--- src/rtl/rau_pkg.sv ---
package rau_pkg;

  localparam int MagBitsDef = 16;

  typedef enum logic [2:0] {
    OP_ADD = 3'd0,
    OP_SUB = 3'd1,
    OP_MUL = 3'd2,
    OP_DIV = 3'd3,
    OP_CMP = 3'd4
  } op_e;

  typedef enum logic [2:0] {
    KIND_DONE,
    KIND_SUM,
    KIND_MUL,
    KIND_DIV,
    KIND_CMP
  } kind_e;

  typedef enum logic [1:0] {
    ERR_OK   = 2'd0,
    ERR_ZDEN = 2'd1,
    ERR_DIVZ = 2'd2,
    ERR_OVF  = 2'd3
  } err_e;

  typedef enum logic [1:0] {
    REL_LESS    = 2'd0,
    REL_EQUAL   = 2'd1,
    REL_GREATER = 2'd2
  } rel_e;

  typedef enum logic [2:0] {
    ST_IDLE,
    ST_MUL0,
    ST_MUL1,
    ST_MUL2,
    ST_COMB,
    ST_GCD,
    ST_DIV,
    ST_FIN
  } bst_e;

  typedef struct packed {
    kind_e kind;
    err_e  err;
    logic  a_neg;
    logic  b_neg;
  } ctrl_t;

endpackage

--- src/rtl/rau_front.sv ---
module rau_front
  import rau_pkg::*;
#(
  parameter int MagBits = MagBitsDef
) (
  input  logic [2:0]         action_i,
  input  logic               a_negative_i,
  input  logic [MagBits-1:0] a_num_i,
  input  logic [MagBits-1:0] a_den_i,
  input  logic               b_negative_i,
  input  logic [MagBits-1:0] b_num_i,
  input  logic [MagBits-1:0] b_den_i,
  output ctrl_t              ctrl_o
);

  logic an, bn;

  always_comb begin
    an = a_negative_i & (|a_num_i);
    bn = b_negative_i & (|b_num_i);
    ctrl_o.kind  = KIND_DONE;
    ctrl_o.err   = ERR_OK;
    ctrl_o.a_neg = an;
    ctrl_o.b_neg = bn;
    case (action_i)
      OP_ADD: ctrl_o.kind = KIND_SUM;
      OP_SUB: begin
        ctrl_o.kind  = KIND_SUM;
        ctrl_o.b_neg = bn ^ (|b_num_i);
      end
      OP_MUL: ctrl_o.kind = KIND_MUL;
      OP_DIV: begin
        if (b_num_i == '0) begin
          ctrl_o.kind = KIND_DONE;
          ctrl_o.err  = ERR_DIVZ;
        end else begin
          ctrl_o.kind = KIND_DIV;
        end
      end
      OP_CMP: ctrl_o.kind = KIND_CMP;
      default: ctrl_o.kind = KIND_DONE;
    endcase
    if (action_i <= OP_CMP && (a_den_i == '0 || b_den_i == '0)) begin
      ctrl_o.kind = KIND_DONE;
      ctrl_o.err  = ERR_ZDEN;
    end
  end

endmodule

--- src/rtl/rau_queue.sv ---
module rau_queue
  import rau_pkg::*;
#(
  parameter int Width = 8
) (
  input  logic             clk_i,
  input  logic             rst_ni,
  input  logic             push_i,
  input  logic [Width-1:0] push_data_i,
  output logic             full_o,
  input  logic             pop_i,
  output logic             valid_o,
  output logic [Width-1:0] pop_data_o
);

  logic [Width-1:0] mem_q [2];
  logic             wr_q, wr_d, rd_q, rd_d;
  logic [1:0]       cnt_q, cnt_d;

  assign full_o     = (cnt_q == 2'd2);
  assign valid_o    = (cnt_q != 2'd0);
  assign pop_data_o = mem_q[rd_q];

  always_comb begin
    wr_d  = wr_q ^ push_i;
    rd_d  = rd_q ^ pop_i;
    cnt_d = cnt_q + {1'b0, push_i} - {1'b0, pop_i};
  end

  always_ff @(posedge clk_i or negedge rst_ni) begin
    if (!rst_ni) begin
      wr_q  <= 1'b0;
      rd_q  <= 1'b0;
      cnt_q <= 2'd0;
    end else begin
      wr_q  <= wr_d;
      rd_q  <= rd_d;
      cnt_q <= cnt_d;
    end
  end

  always_ff @(posedge clk_i) begin
    if (push_i) begin
      mem_q[wr_q] <= push_data_i;
    end
  end

endmodule

--- src/rtl/rau_back.sv ---
module rau_back
  import rau_pkg::*;
#(
  parameter int MagBits = MagBitsDef
) (
  input  logic               clk_i,
  input  logic               rst_ni,
  input  logic               valid_i,
  input  ctrl_t              ctrl_i,
  input  logic [MagBits-1:0] a_i,
  input  logic [MagBits-1:0] b_i,
  input  logic [MagBits-1:0] c_i,
  input  logic [MagBits-1:0] d_i,
  output logic               pop_o,
  output logic               out_valid_o,
  input  logic               out_ready_i,
  output logic               res_negative_o,
  output logic [MagBits-1:0] res_num_o,
  output logic [MagBits-1:0] res_den_o,
  output rel_e               relation_o,
  output err_e               error_o
);

  localparam int PW = 2 * MagBits;
  localparam int W  = PW + 1;
  localparam int KW = $clog2(W + 1);

  bst_e               st_q, st_d;
  ctrl_t              ctrl_q, ctrl_d;
  logic [MagBits-1:0] a_q, a_d, b_q, b_d, c_q, c_d, d_q, d_d;
  logic [PW-1:0]      p_q, p_d, q_q, q_d;
  logic [W-1:0]       u_q, u_d, v_q, v_d, rn_q, rn_d, rd_q, rd_d, g_q, g_d;
  logic [W-1:0]       qa_q, qa_d, qb_q, qb_d, ra_q, ra_d, rb_q, rb_d;
  logic [KW-1:0]      k_q, k_d, cnt_q, cnt_d;
  logic               neg_q, neg_d;
  rel_e               rel_q, rel_d;
  err_e               err_q, err_d;
  logic               ov_q, ov_d;
  logic               on_q, on_d;
  logic [MagBits-1:0] onum_q, onum_d, oden_q, oden_d;
  rel_e               orel_q, orel_d;
  err_e               oerr_q, oerr_d;
  logic [MagBits-1:0] mx, my;
  logic [PW-1:0]      prod;
  logic [W-1:0]       sum;
  logic [W-1:0]       nra, nqa, nrb, nqb;
  logic               fin_ovf;

  function automatic logic [2*W-1:0] div_step(input logic [W-1:0] rem,
                                              input logic [W-1:0] quo,
                                              input logic [W-1:0] g);
    logic [W:0] t;
    logic       ge;
    t  = {rem, quo[W-1]};
    ge = (t >= {1'b0, g});
    if (ge) begin
      t = t - {1'b0, g};
    end
    return {t[W-1:0], quo[W-2:0], ge};
  endfunction

  assign prod = PW'(mx) * PW'(my);
  assign {nra, nqa} = div_step(ra_q, qa_q, g_q);
  assign {nrb, nqb} = div_step(rb_q, qb_q, g_q);
  assign fin_ovf = (|qa_q[W-1:MagBits]) || (|qb_q[W-1:MagBits]);

  assign out_valid_o    = ov_q;
  assign res_negative_o = on_q;
  assign res_num_o      = onum_q;
  assign res_den_o      = oden_q;
  assign relation_o     = orel_q;
  assign error_o        = oerr_q;

  always_comb begin
    st_d   = st_q;
    ctrl_d = ctrl_q;
    a_d = a_q; b_d = b_q; c_d = c_q; d_d = d_q;
    p_d = p_q; q_d = q_q;
    u_d = u_q; v_d = v_q; rn_d = rn_q; rd_d = rd_q; g_d = g_q;
    qa_d = qa_q; qb_d = qb_q; ra_d = ra_q; rb_d = rb_q;
    k_d = k_q; cnt_d = cnt_q;
    neg_d = neg_q; rel_d = rel_q; err_d = err_q;
    ov_d = ov_q; on_d = on_q; onum_d = onum_q; oden_d = oden_q;
    orel_d = orel_q; oerr_d = oerr_q;
    pop_o = 1'b0;
    mx = a_q;
    my = d_q;
    sum = '0;
    if (ov_q && out_ready_i) begin
      ov_d = 1'b0;
    end
    case (st_q)
      ST_IDLE: begin
        if (valid_i) begin
          pop_o  = 1'b1;
          ctrl_d = ctrl_i;
          a_d = a_i; b_d = b_i; c_d = c_i; d_d = d_i;
          rel_d = REL_LESS;
          err_d = ctrl_i.err;
          qa_d  = '0;
          qb_d  = '0;
          st_d  = (ctrl_i.kind == KIND_DONE) ? ST_FIN : ST_MUL0;
        end
      end
      ST_MUL0: begin
        mx = a_q;
        my = (ctrl_q.kind == KIND_MUL) ? c_q : d_q;
        p_d = prod;
        st_d = ST_MUL1;
      end
      ST_MUL1: begin
        mx = c_q;
        my = b_q;
        q_d = prod;
        st_d = ST_MUL2;
      end
      ST_MUL2: begin
        mx = b_q;
        my = (ctrl_q.kind == KIND_DIV) ? c_q : d_q;
        rd_d = {1'b0, prod};
        v_d  = {1'b0, prod};
        st_d = ST_COMB;
      end
      ST_COMB: begin
        if (ctrl_q.kind == KIND_CMP) begin
          if (ctrl_q.a_neg != ctrl_q.b_neg) begin
            rel_d = ctrl_q.a_neg ? REL_LESS : REL_GREATER;
          end else if (p_q == q_q) begin
            rel_d = REL_EQUAL;
          end else if ((p_q < q_q) != ctrl_q.a_neg) begin
            rel_d = REL_LESS;
          end else begin
            rel_d = REL_GREATER;
          end
          st_d = ST_FIN;
        end else begin
          if (ctrl_q.kind == KIND_SUM) begin
            if (ctrl_q.a_neg == ctrl_q.b_neg) begin
              sum   = {1'b0, p_q} + {1'b0, q_q};
              neg_d = ctrl_q.a_neg;
            end else if (p_q >= q_q) begin
              sum   = {1'b0, p_q - q_q};
              neg_d = ctrl_q.a_neg;
            end else begin
              sum   = {1'b0, q_q - p_q};
              neg_d = ctrl_q.b_neg;
            end
          end else begin
            sum   = {1'b0, p_q};
            neg_d = ctrl_q.a_neg ^ ctrl_q.b_neg;
          end
          if (sum == '0) begin
            neg_d = 1'b0;
          end
          rn_d = sum;
          u_d  = sum;
          k_d  = '0;
          st_d = ST_GCD;
        end
      end
      ST_GCD: begin
        if (u_q == '0) begin
          g_d   = v_q << k_q;
          qa_d  = rn_q;
          qb_d  = rd_q;
          ra_d  = '0;
          rb_d  = '0;
          cnt_d = KW'(W);
          st_d  = ST_DIV;
        end else if (!u_q[0] && !v_q[0]) begin
          u_d = u_q >> 1;
          v_d = v_q >> 1;
          k_d = k_q + 1'b1;
        end else if (!u_q[0]) begin
          u_d = u_q >> 1;
        end else if (!v_q[0]) begin
          v_d = v_q >> 1;
        end else if (u_q >= v_q) begin
          u_d = u_q - v_q;
        end else begin
          v_d = v_q - u_q;
        end
      end
      ST_DIV: begin
        ra_d  = nra;
        qa_d  = nqa;
        rb_d  = nrb;
        qb_d  = nqb;
        cnt_d = cnt_q - 1'b1;
        if (cnt_q == KW'(1)) begin
          st_d = ST_FIN;
        end
      end
      ST_FIN: begin
        if (!ov_q || out_ready_i) begin
          ov_d   = 1'b1;
          on_d   = 1'b0;
          onum_d = '0;
          oden_d = '0;
          orel_d = REL_LESS;
          oerr_d = err_q;
          if (err_q == ERR_OK) begin
            if (ctrl_q.kind == KIND_CMP) begin
              orel_d = rel_q;
            end else if (ctrl_q.kind != KIND_DONE) begin
              if (fin_ovf) begin
                oerr_d = ERR_OVF;
              end else begin
                on_d   = neg_q;
                onum_d = qa_q[MagBits-1:0];
                oden_d = qb_q[MagBits-1:0];
              end
            end
          end
          st_d = ST_IDLE;
        end
      end
      default: st_d = ST_IDLE;
    endcase
  end

  always_ff @(posedge clk_i or negedge rst_ni) begin
    if (!rst_ni) begin
      st_q <= ST_IDLE;
      ov_q <= 1'b0;
    end else begin
      st_q <= st_d;
      ov_q <= ov_d;
    end
  end

  always_ff @(posedge clk_i) begin
    ctrl_q <= ctrl_d;
    a_q <= a_d; b_q <= b_d; c_q <= c_d; d_q <= d_d;
    p_q <= p_d; q_q <= q_d;
    u_q <= u_d; v_q <= v_d; rn_q <= rn_d; rd_q <= rd_d; g_q <= g_d;
    qa_q <= qa_d; qb_q <= qb_d; ra_q <= ra_d; rb_q <= rb_d;
    k_q <= k_d; cnt_q <= cnt_d;
    neg_q <= neg_d; rel_q <= rel_d; err_q <= err_d;
    on_q <= on_d; onum_q <= onum_d; oden_q <= oden_d;
    orel_q <= orel_d; oerr_q <= oerr_d;
  end

endmodule

--- src/rtl/rational_arithmetic_unit_top.sv ---
// Sequence: an item that ends in an error goes straight to the output stage; a compare
// runs the multiply states and the combine state; other kinds then add the binary GCD and the division by the GCD.
// Throughput: one item at a time in the back end, which is limited by the iterative GCD and the
// bit-serial division by the GCD; a two-entry queue takes new requests until it is full.
// Reset: asynchronous, active low; it empties the queue and the output register.
module rational_arithmetic_unit_top
  import rau_pkg::*;
#(
  parameter int MagBits = MagBitsDef
) (
  input  logic clk_i,
  input  logic rst_ni,
  input  logic s_axis_tvalid,
  output logic s_axis_tready,
  // action, a_negative, a_num, a_den, b_negative, b_num, b_den, zero pad
  input  logic [((5+4*MagBits+7)/8)*8-1:0] s_axis_tdata,
  output logic m_axis_tvalid,
  input  logic m_axis_tready,
  // res_negative, res_num, res_den, relation, error, zero pad
  output logic [((5+2*MagBits+7)/8)*8-1:0] m_axis_tdata
);

  localparam int OutW = ((5 + 2 * MagBits + 7) / 8) * 8;
  localparam int EntW = $bits(ctrl_t) + 4 * MagBits;

  logic [2:0]         action;
  logic               a_neg, b_neg;
  logic [MagBits-1:0] a_num, a_den, b_num, b_den;
  ctrl_t              f_ctrl, q_ctrl;
  logic [MagBits-1:0] qa, qb, qc, qd;
  logic               q_full, q_valid, q_pop, push;
  logic [EntW-1:0]    q_out;
  logic               r_neg;
  logic [MagBits-1:0] r_num, r_den;
  rel_e               r_rel;
  err_e               r_err;

  assign action = s_axis_tdata[2:0];
  assign a_neg  = s_axis_tdata[3];
  assign a_num  = s_axis_tdata[4 +: MagBits];
  assign a_den  = s_axis_tdata[4 + MagBits +: MagBits];
  assign b_neg  = s_axis_tdata[4 + 2 * MagBits];
  assign b_num  = s_axis_tdata[5 + 2 * MagBits +: MagBits];
  assign b_den  = s_axis_tdata[5 + 3 * MagBits +: MagBits];

  assign s_axis_tready = !q_full;
  assign push          = s_axis_tvalid && !q_full;

  rau_front #(.MagBits(MagBits)) u_front (
    .action_i    (action),
    .a_negative_i(a_neg),
    .a_num_i     (a_num),
    .a_den_i     (a_den),
    .b_negative_i(b_neg),
    .b_num_i     (b_num),
    .b_den_i     (b_den),
    .ctrl_o      (f_ctrl)
  );

  rau_queue #(.Width(EntW)) u_queue (
    .clk_i      (clk_i),
    .rst_ni     (rst_ni),
    .push_i     (push),
    .push_data_i({f_ctrl, a_num, a_den, b_num, b_den}),
    .full_o     (q_full),
    .pop_i      (q_pop),
    .valid_o    (q_valid),
    .pop_data_o (q_out)
  );

  assign {q_ctrl, qa, qb, qc, qd} = q_out;

  rau_back #(.MagBits(MagBits)) u_back (
    .clk_i         (clk_i),
    .rst_ni        (rst_ni),
    .valid_i       (q_valid),
    .ctrl_i        (q_ctrl),
    .a_i           (qa),
    .b_i           (qb),
    .c_i           (qc),
    .d_i           (qd),
    .pop_o         (q_pop),
    .out_valid_o   (m_axis_tvalid),
    .out_ready_i   (m_axis_tready),
    .res_negative_o(r_neg),
    .res_num_o     (r_num),
    .res_den_o     (r_den),
    .relation_o    (r_rel),
    .error_o       (r_err)
  );

  assign m_axis_tdata = OutW'({r_err, r_rel, r_den, r_num, r_neg});

endmodule
--- config.mk ---
export PLATFORM = sky130hd
export DESIGN_NAME = rational_arithmetic_unit_top
export DESIGN_NICKNAME = d
export VERILOG_FILES = /design/src/rtl/rau_pkg.sv /design/src/rtl/rau_front.sv /design/src/rtl/rau_queue.sv /design/src/rtl/rau_back.sv /design/src/rtl/rational_arithmetic_unit_top.sv
export SDC_FILE = /design/constraint.sdc
export NUM_CORES = 2
export LEC_CHECK = 0
export BUFFER_PORTS_ARGS = -buffer_cell sky130_fd_sc_hd__buf_2
export CAP_MARGIN = 30
export CORE_MARGIN = 3
export CORE_UTILIZATION = 40
export DETAILED_ROUTE_END_ITERATION = 10
export PLACE_DENSITY = 0.6
export SLEW_MARGIN = 20
export SYNTH_ARGS = -nofsm -noshare
export SYNTH_HDL_FRONTEND = slang
export SYNTH_SLANG_ARGS = --single-unit
--- constraint.sdc ---
create_clock -name clk_i -period 11.85 [get_ports clk_i]
set_clock_uncertainty 0.05 [all_clocks]
set_input_delay 0.5925 -clock clk_i [delete_from_list [all_inputs] [get_ports clk_i]]
set_output_delay 0.5925 -clock clk_i [all_outputs]
set_load 0.02 [all_outputs]
==> results_tabular.tex <==
\begin{tabular}{lr}
\hline
Metric & Value \\
\hline
\multicolumn{2}{l}{\textbf{Worst setup path}} \\
\quad Slowest cell delay on critical path & between 700 and 800 ps \\
\quad Cell mode on critical path & fa\_1 \\
\quad Critical path startpoint category & flip-flop \\
\quad CP max stage cell & a2111oi\_0 \\
\quad Maximum fanout along the worst path & 33 \\
\quad Worst EP required & between 10000 and 15000 ps \\
\quad Critical path capture point type & flip-flop \\
\quad Logic depth of the worst register-to-register path & 32 \\
\quad Worst Path Class, Setup & flip-flop to flip-flop \\
\quad CP arrival & approximately 10000 ps \\
\multicolumn{2}{l}{\textbf{Global routing}} \\
\quad Number of global-route vias before repair & $\sim$33000 \\
\quad GRT Overall Usage & 0.218 \\
\quad Maximum number of pins on one net before global-route repair & between 90 and 100 \\
\quad First-pass GRT wire length & 204000 µm \\
\quad Initial antenna violation count & 3 \\
\quad Congestion Overflow GR & 0 \\
\multicolumn{2}{l}{\textbf{Placed design}} \\
\quad Weighted congestion at the end of routability-driven global placement & between 0.9 and 1 \\
\quad Number of port buffers & about 110 \\
\quad Half-perimeter wire length after placement & around 100000 µm \\
\quad Number of cells in the design after placement & 6085 \\
\multicolumn{2}{l}{\textbf{Synth}} \\
\quad Commonest cells in the synthesized netlist & edfxtp\_1, nor2\_1, inv\_1, nand2\_1, ha\_1 \\
\quad Post-synth design cell area & 46700 µm² \\
\quad EDFF count, synth & 625 \\
\quad Synth warn & 0 \\
\quad Portion of synthesized cell area occupied by the leading cell type & 0.402 \\
\quad Leading area contributor after synthesis & edfxtp\_1 \\
\quad Yosys reg bits & approximately 630 \\
\quad Cell with the most instances after synthesis & edfxtp\_1 \\
\quad Fraction of registers with async set/reset & 0.0126 \\
\quad Most used DFF post-synth & edfxtp\_1 \\
\quad Post-Syn Area per Cell & 10.1 µm² \\
\quad Post-Syn Instances & between 4000 and 5000 \\
\quad Area contributors post-synth & edfxtp\_1, ha\_1, fa\_1, nor2\_1, inv\_1 \\
\quad Fraction of the yosys area taken by sequential cells & 0.406 \\
\quad Count of unique library cells instantiated by Yosys & a little over 90 \\
\multicolumn{2}{l}{\textbf{Timing}} \\
\quad Actual slew at the worst max-slew pin & between 1000 and 1500 ps \\
\quad Final period demand of the worst path & approximately 10000 ps \\
\quad Final Setup Violations & 0 \\
\quad Fin Setup TNS & 0 ps \\
\quad Period utilization & 0.841 \\
\quad Maximum operating frequency & $\sim$0.1 GHz \\
\quad Fin. max-slew vios & 0 \\
\quad Final hold viol count & 0 \\
\quad Slew headroom & 0.300 \\
\quad Setup repair after global routing missed its margin & no \\
\multicolumn{2}{l}{\textbf{Drt}} \\
\quad DRC & 0 \\
\quad Total Routed Length & around 130000 µm \\
\quad Detail-routed net length per standard cell & 21.4 µm \\
\quad Detailed router's first-iteration violation count & between 2000 and 3000 \\
\quad Number of optimization iterations in the first detailed-route pass & 6 \\
\quad Remaining antenna violation count after routing & 0 \\
\quad Via count & 34900 \\
\quad Via density per instance & between 5 and 6 \\
\multicolumn{2}{l}{\textbf{Finish}} \\
\quad Final nets & 5277 \\
\quad Area overhead of the layout relative to synthesis & 11.1\% \\
\quad Post-route non-filler standard cell count & roughly 6200 \\
\quad Final cell utilization of the core & 0.451 \\
\quad Fraction of final layout cells with drive strength greater than 1 & 0.0968 \\
\quad Diode insertion count for antenna repair & 0 \\
\multicolumn{2}{l}{\textbf{Hold path}} \\
\quad Worst hold stages & 1 \\
\quad Class of the tightest hold or removal check & input pin to flip-flop \\
\multicolumn{2}{l}{\textbf{Clock tree}} \\
\quad Clock sink total & roughly 630 \\
\quad CTS Root Buffer Type & clkbuf\_16 \\
\quad \# H-tree levels & 3 \\
\quad Maximum root-to-sink buffer count & 3 \\
\quad Clk slew on worst S/H paths & about 70 ps \\
\quad Clock latency reported for the late side of the worst-skew pair & 700 ps \\
\quad Number of CTS-inserted buffers & between 70 and 80 \\
\quad Post-CTS setup buffer count & 0 \\
\quad Clock tree from TritonCTS & yes \\
\multicolumn{2}{l}{\textbf{Floorplan}} \\
\quad Overall die area & around 120000 µm² \\
\quad Std-Cell Core Area & around 120000 µm² \\
\quad Die Y-Extent & approximately 350 µm \\
\quad Starting Density & 0.406 \\
\quad Die extent in x & $\sim$350 µm \\
\quad Site Rows & approximately 120 \\
\quad Number of top-level pins & 118 \\
\multicolumn{2}{l}{\textbf{Run status}} \\
\quad Run status & complete, no violations \\
\multicolumn{2}{l}{\textbf{Job}} \\
\quad Max-capacitance violation count & 0 \\
\hline
\end{tabular}
## per-stage QoR
step                      hold WS [ps]  worst slack [ps]  cell area (µm²)
final                             50.1              1890            51900
after global routing              28.2              1250            51900
after CTS                        0.552              1870            51600
after detailed placement           420              1920            49000
after global placement             421              2050            48900
after floorplan                    247              2040            46700
## final timing paths
path,from,end,slack [ps]
setup / recovery,u_back.st_q[0]$_DFFE_PN0P_,u_back.v_q[31]$_DFFE_PP_,1890
hold / removal,s_axis_tdata[62],u_queue.mem_q[0][9]$_DFFE_PP_,50
setup reg to reg,u_back.st_q[0]$_DFFE_PN0P_,u_back.v_q[31]$_DFFE_PP_,1890
hold reg to reg,u_queue.cnt_q[1]$_DFF_PN0_,u_queue.cnt_q[1]$_DFF_PN0_,450
max in group asynchronous,rst_ni,u_queue.rd_q$_DFF_PN0_,11280
min in group asynchronous,rst_ni,u_queue.cnt_q[1]$_DFF_PN0_,250
## what timing repair did
action,CTS,global route
endpoints found under the setup margin,0,0
hold endpoints to repair,8,0
hold buffers,1,0
gates resized for setup,0,0
## placed cells by master (no fill, tap or decap), types with 45 or more instances in the layout
master     instances
o21ai_0          165
mux2_2            80
edfxtp_1         625
buf_2            112
buf_4             62
nand2_1          391
a21oi_1          277
nor2_1           503
nor4_1            45
a211oi_1          49
and2_1            64
nor3_1            61
a21o_1           103
ha_1             337
nand3_1           60
clkbuf_16         75
xnor2_1          111
inv_1            464
fa_1             201
a22o_1            64
mux2i_1          106
a221oi_1          45
xor2_1            56
## sequential cells by signal, indices dropped and copies added (netlist names), 32 cells and up
| signal | cells |
|---|---|
| u_back.rn_q | 33 |
| u_back.ra_q | 33 |
| u_back.p_q | 32 |
| u_back.u_q | 33 |
| u_back.v_q | 33 |
| u_back.q_q | 32 |
| u_back.qb_q | 33 |
| u_queue.mem_q | 142 |
| u_back.rd_q | 32 |
| u_back.g_q | 33 |
| u_back.rb_q | 33 |
| u_back.qa_q | 33 |
## logic make-up after synthesis
logic type / share of synthesized area
buffers and inverters: 0.0562
flip-flops: 0.406
other: 0.0000803
XOR/XNOR: 0.0326
AND/OR/NAND/NOR: 0.131
adder cells (fa/ha/maj): 0.177
AO/OA/AOI/OAI: 0.147
multiplexers: 0.0502
## worst max-delay path: cells and delay by family (launching register included)
family	cells	cell delay, ps
flops	1	320
compound gates	13	3190
fa+ha+maj	7	3410
xor+xnor	1	560
simple gates	5	1050
buf+inv	6	1200
## layer usage
metal / part of all wire / global-route usage
met4: 0.039 / 0.0800
met2: 0.46 / 0.348
met1: 0.44 / 0.301
met5: 0.000052 / 0
met3: 0.064 / 0.0320
## area by class of cell
type / count / area (µm²)
inverters: 468 / 1760
multi-input cells: 3295 / 25300
repair buffers: 188 / 1320
fillers: 10900 / 63200
clock inverters: 49 / 704
clock buffers: 90 / 1930
flip-flops and latches: 633 / 19000
well taps: 1512 / 1890
Power is not shown: default switching activity piles up to over one toggle a cycle in this logic, so the estimate is an artifact.
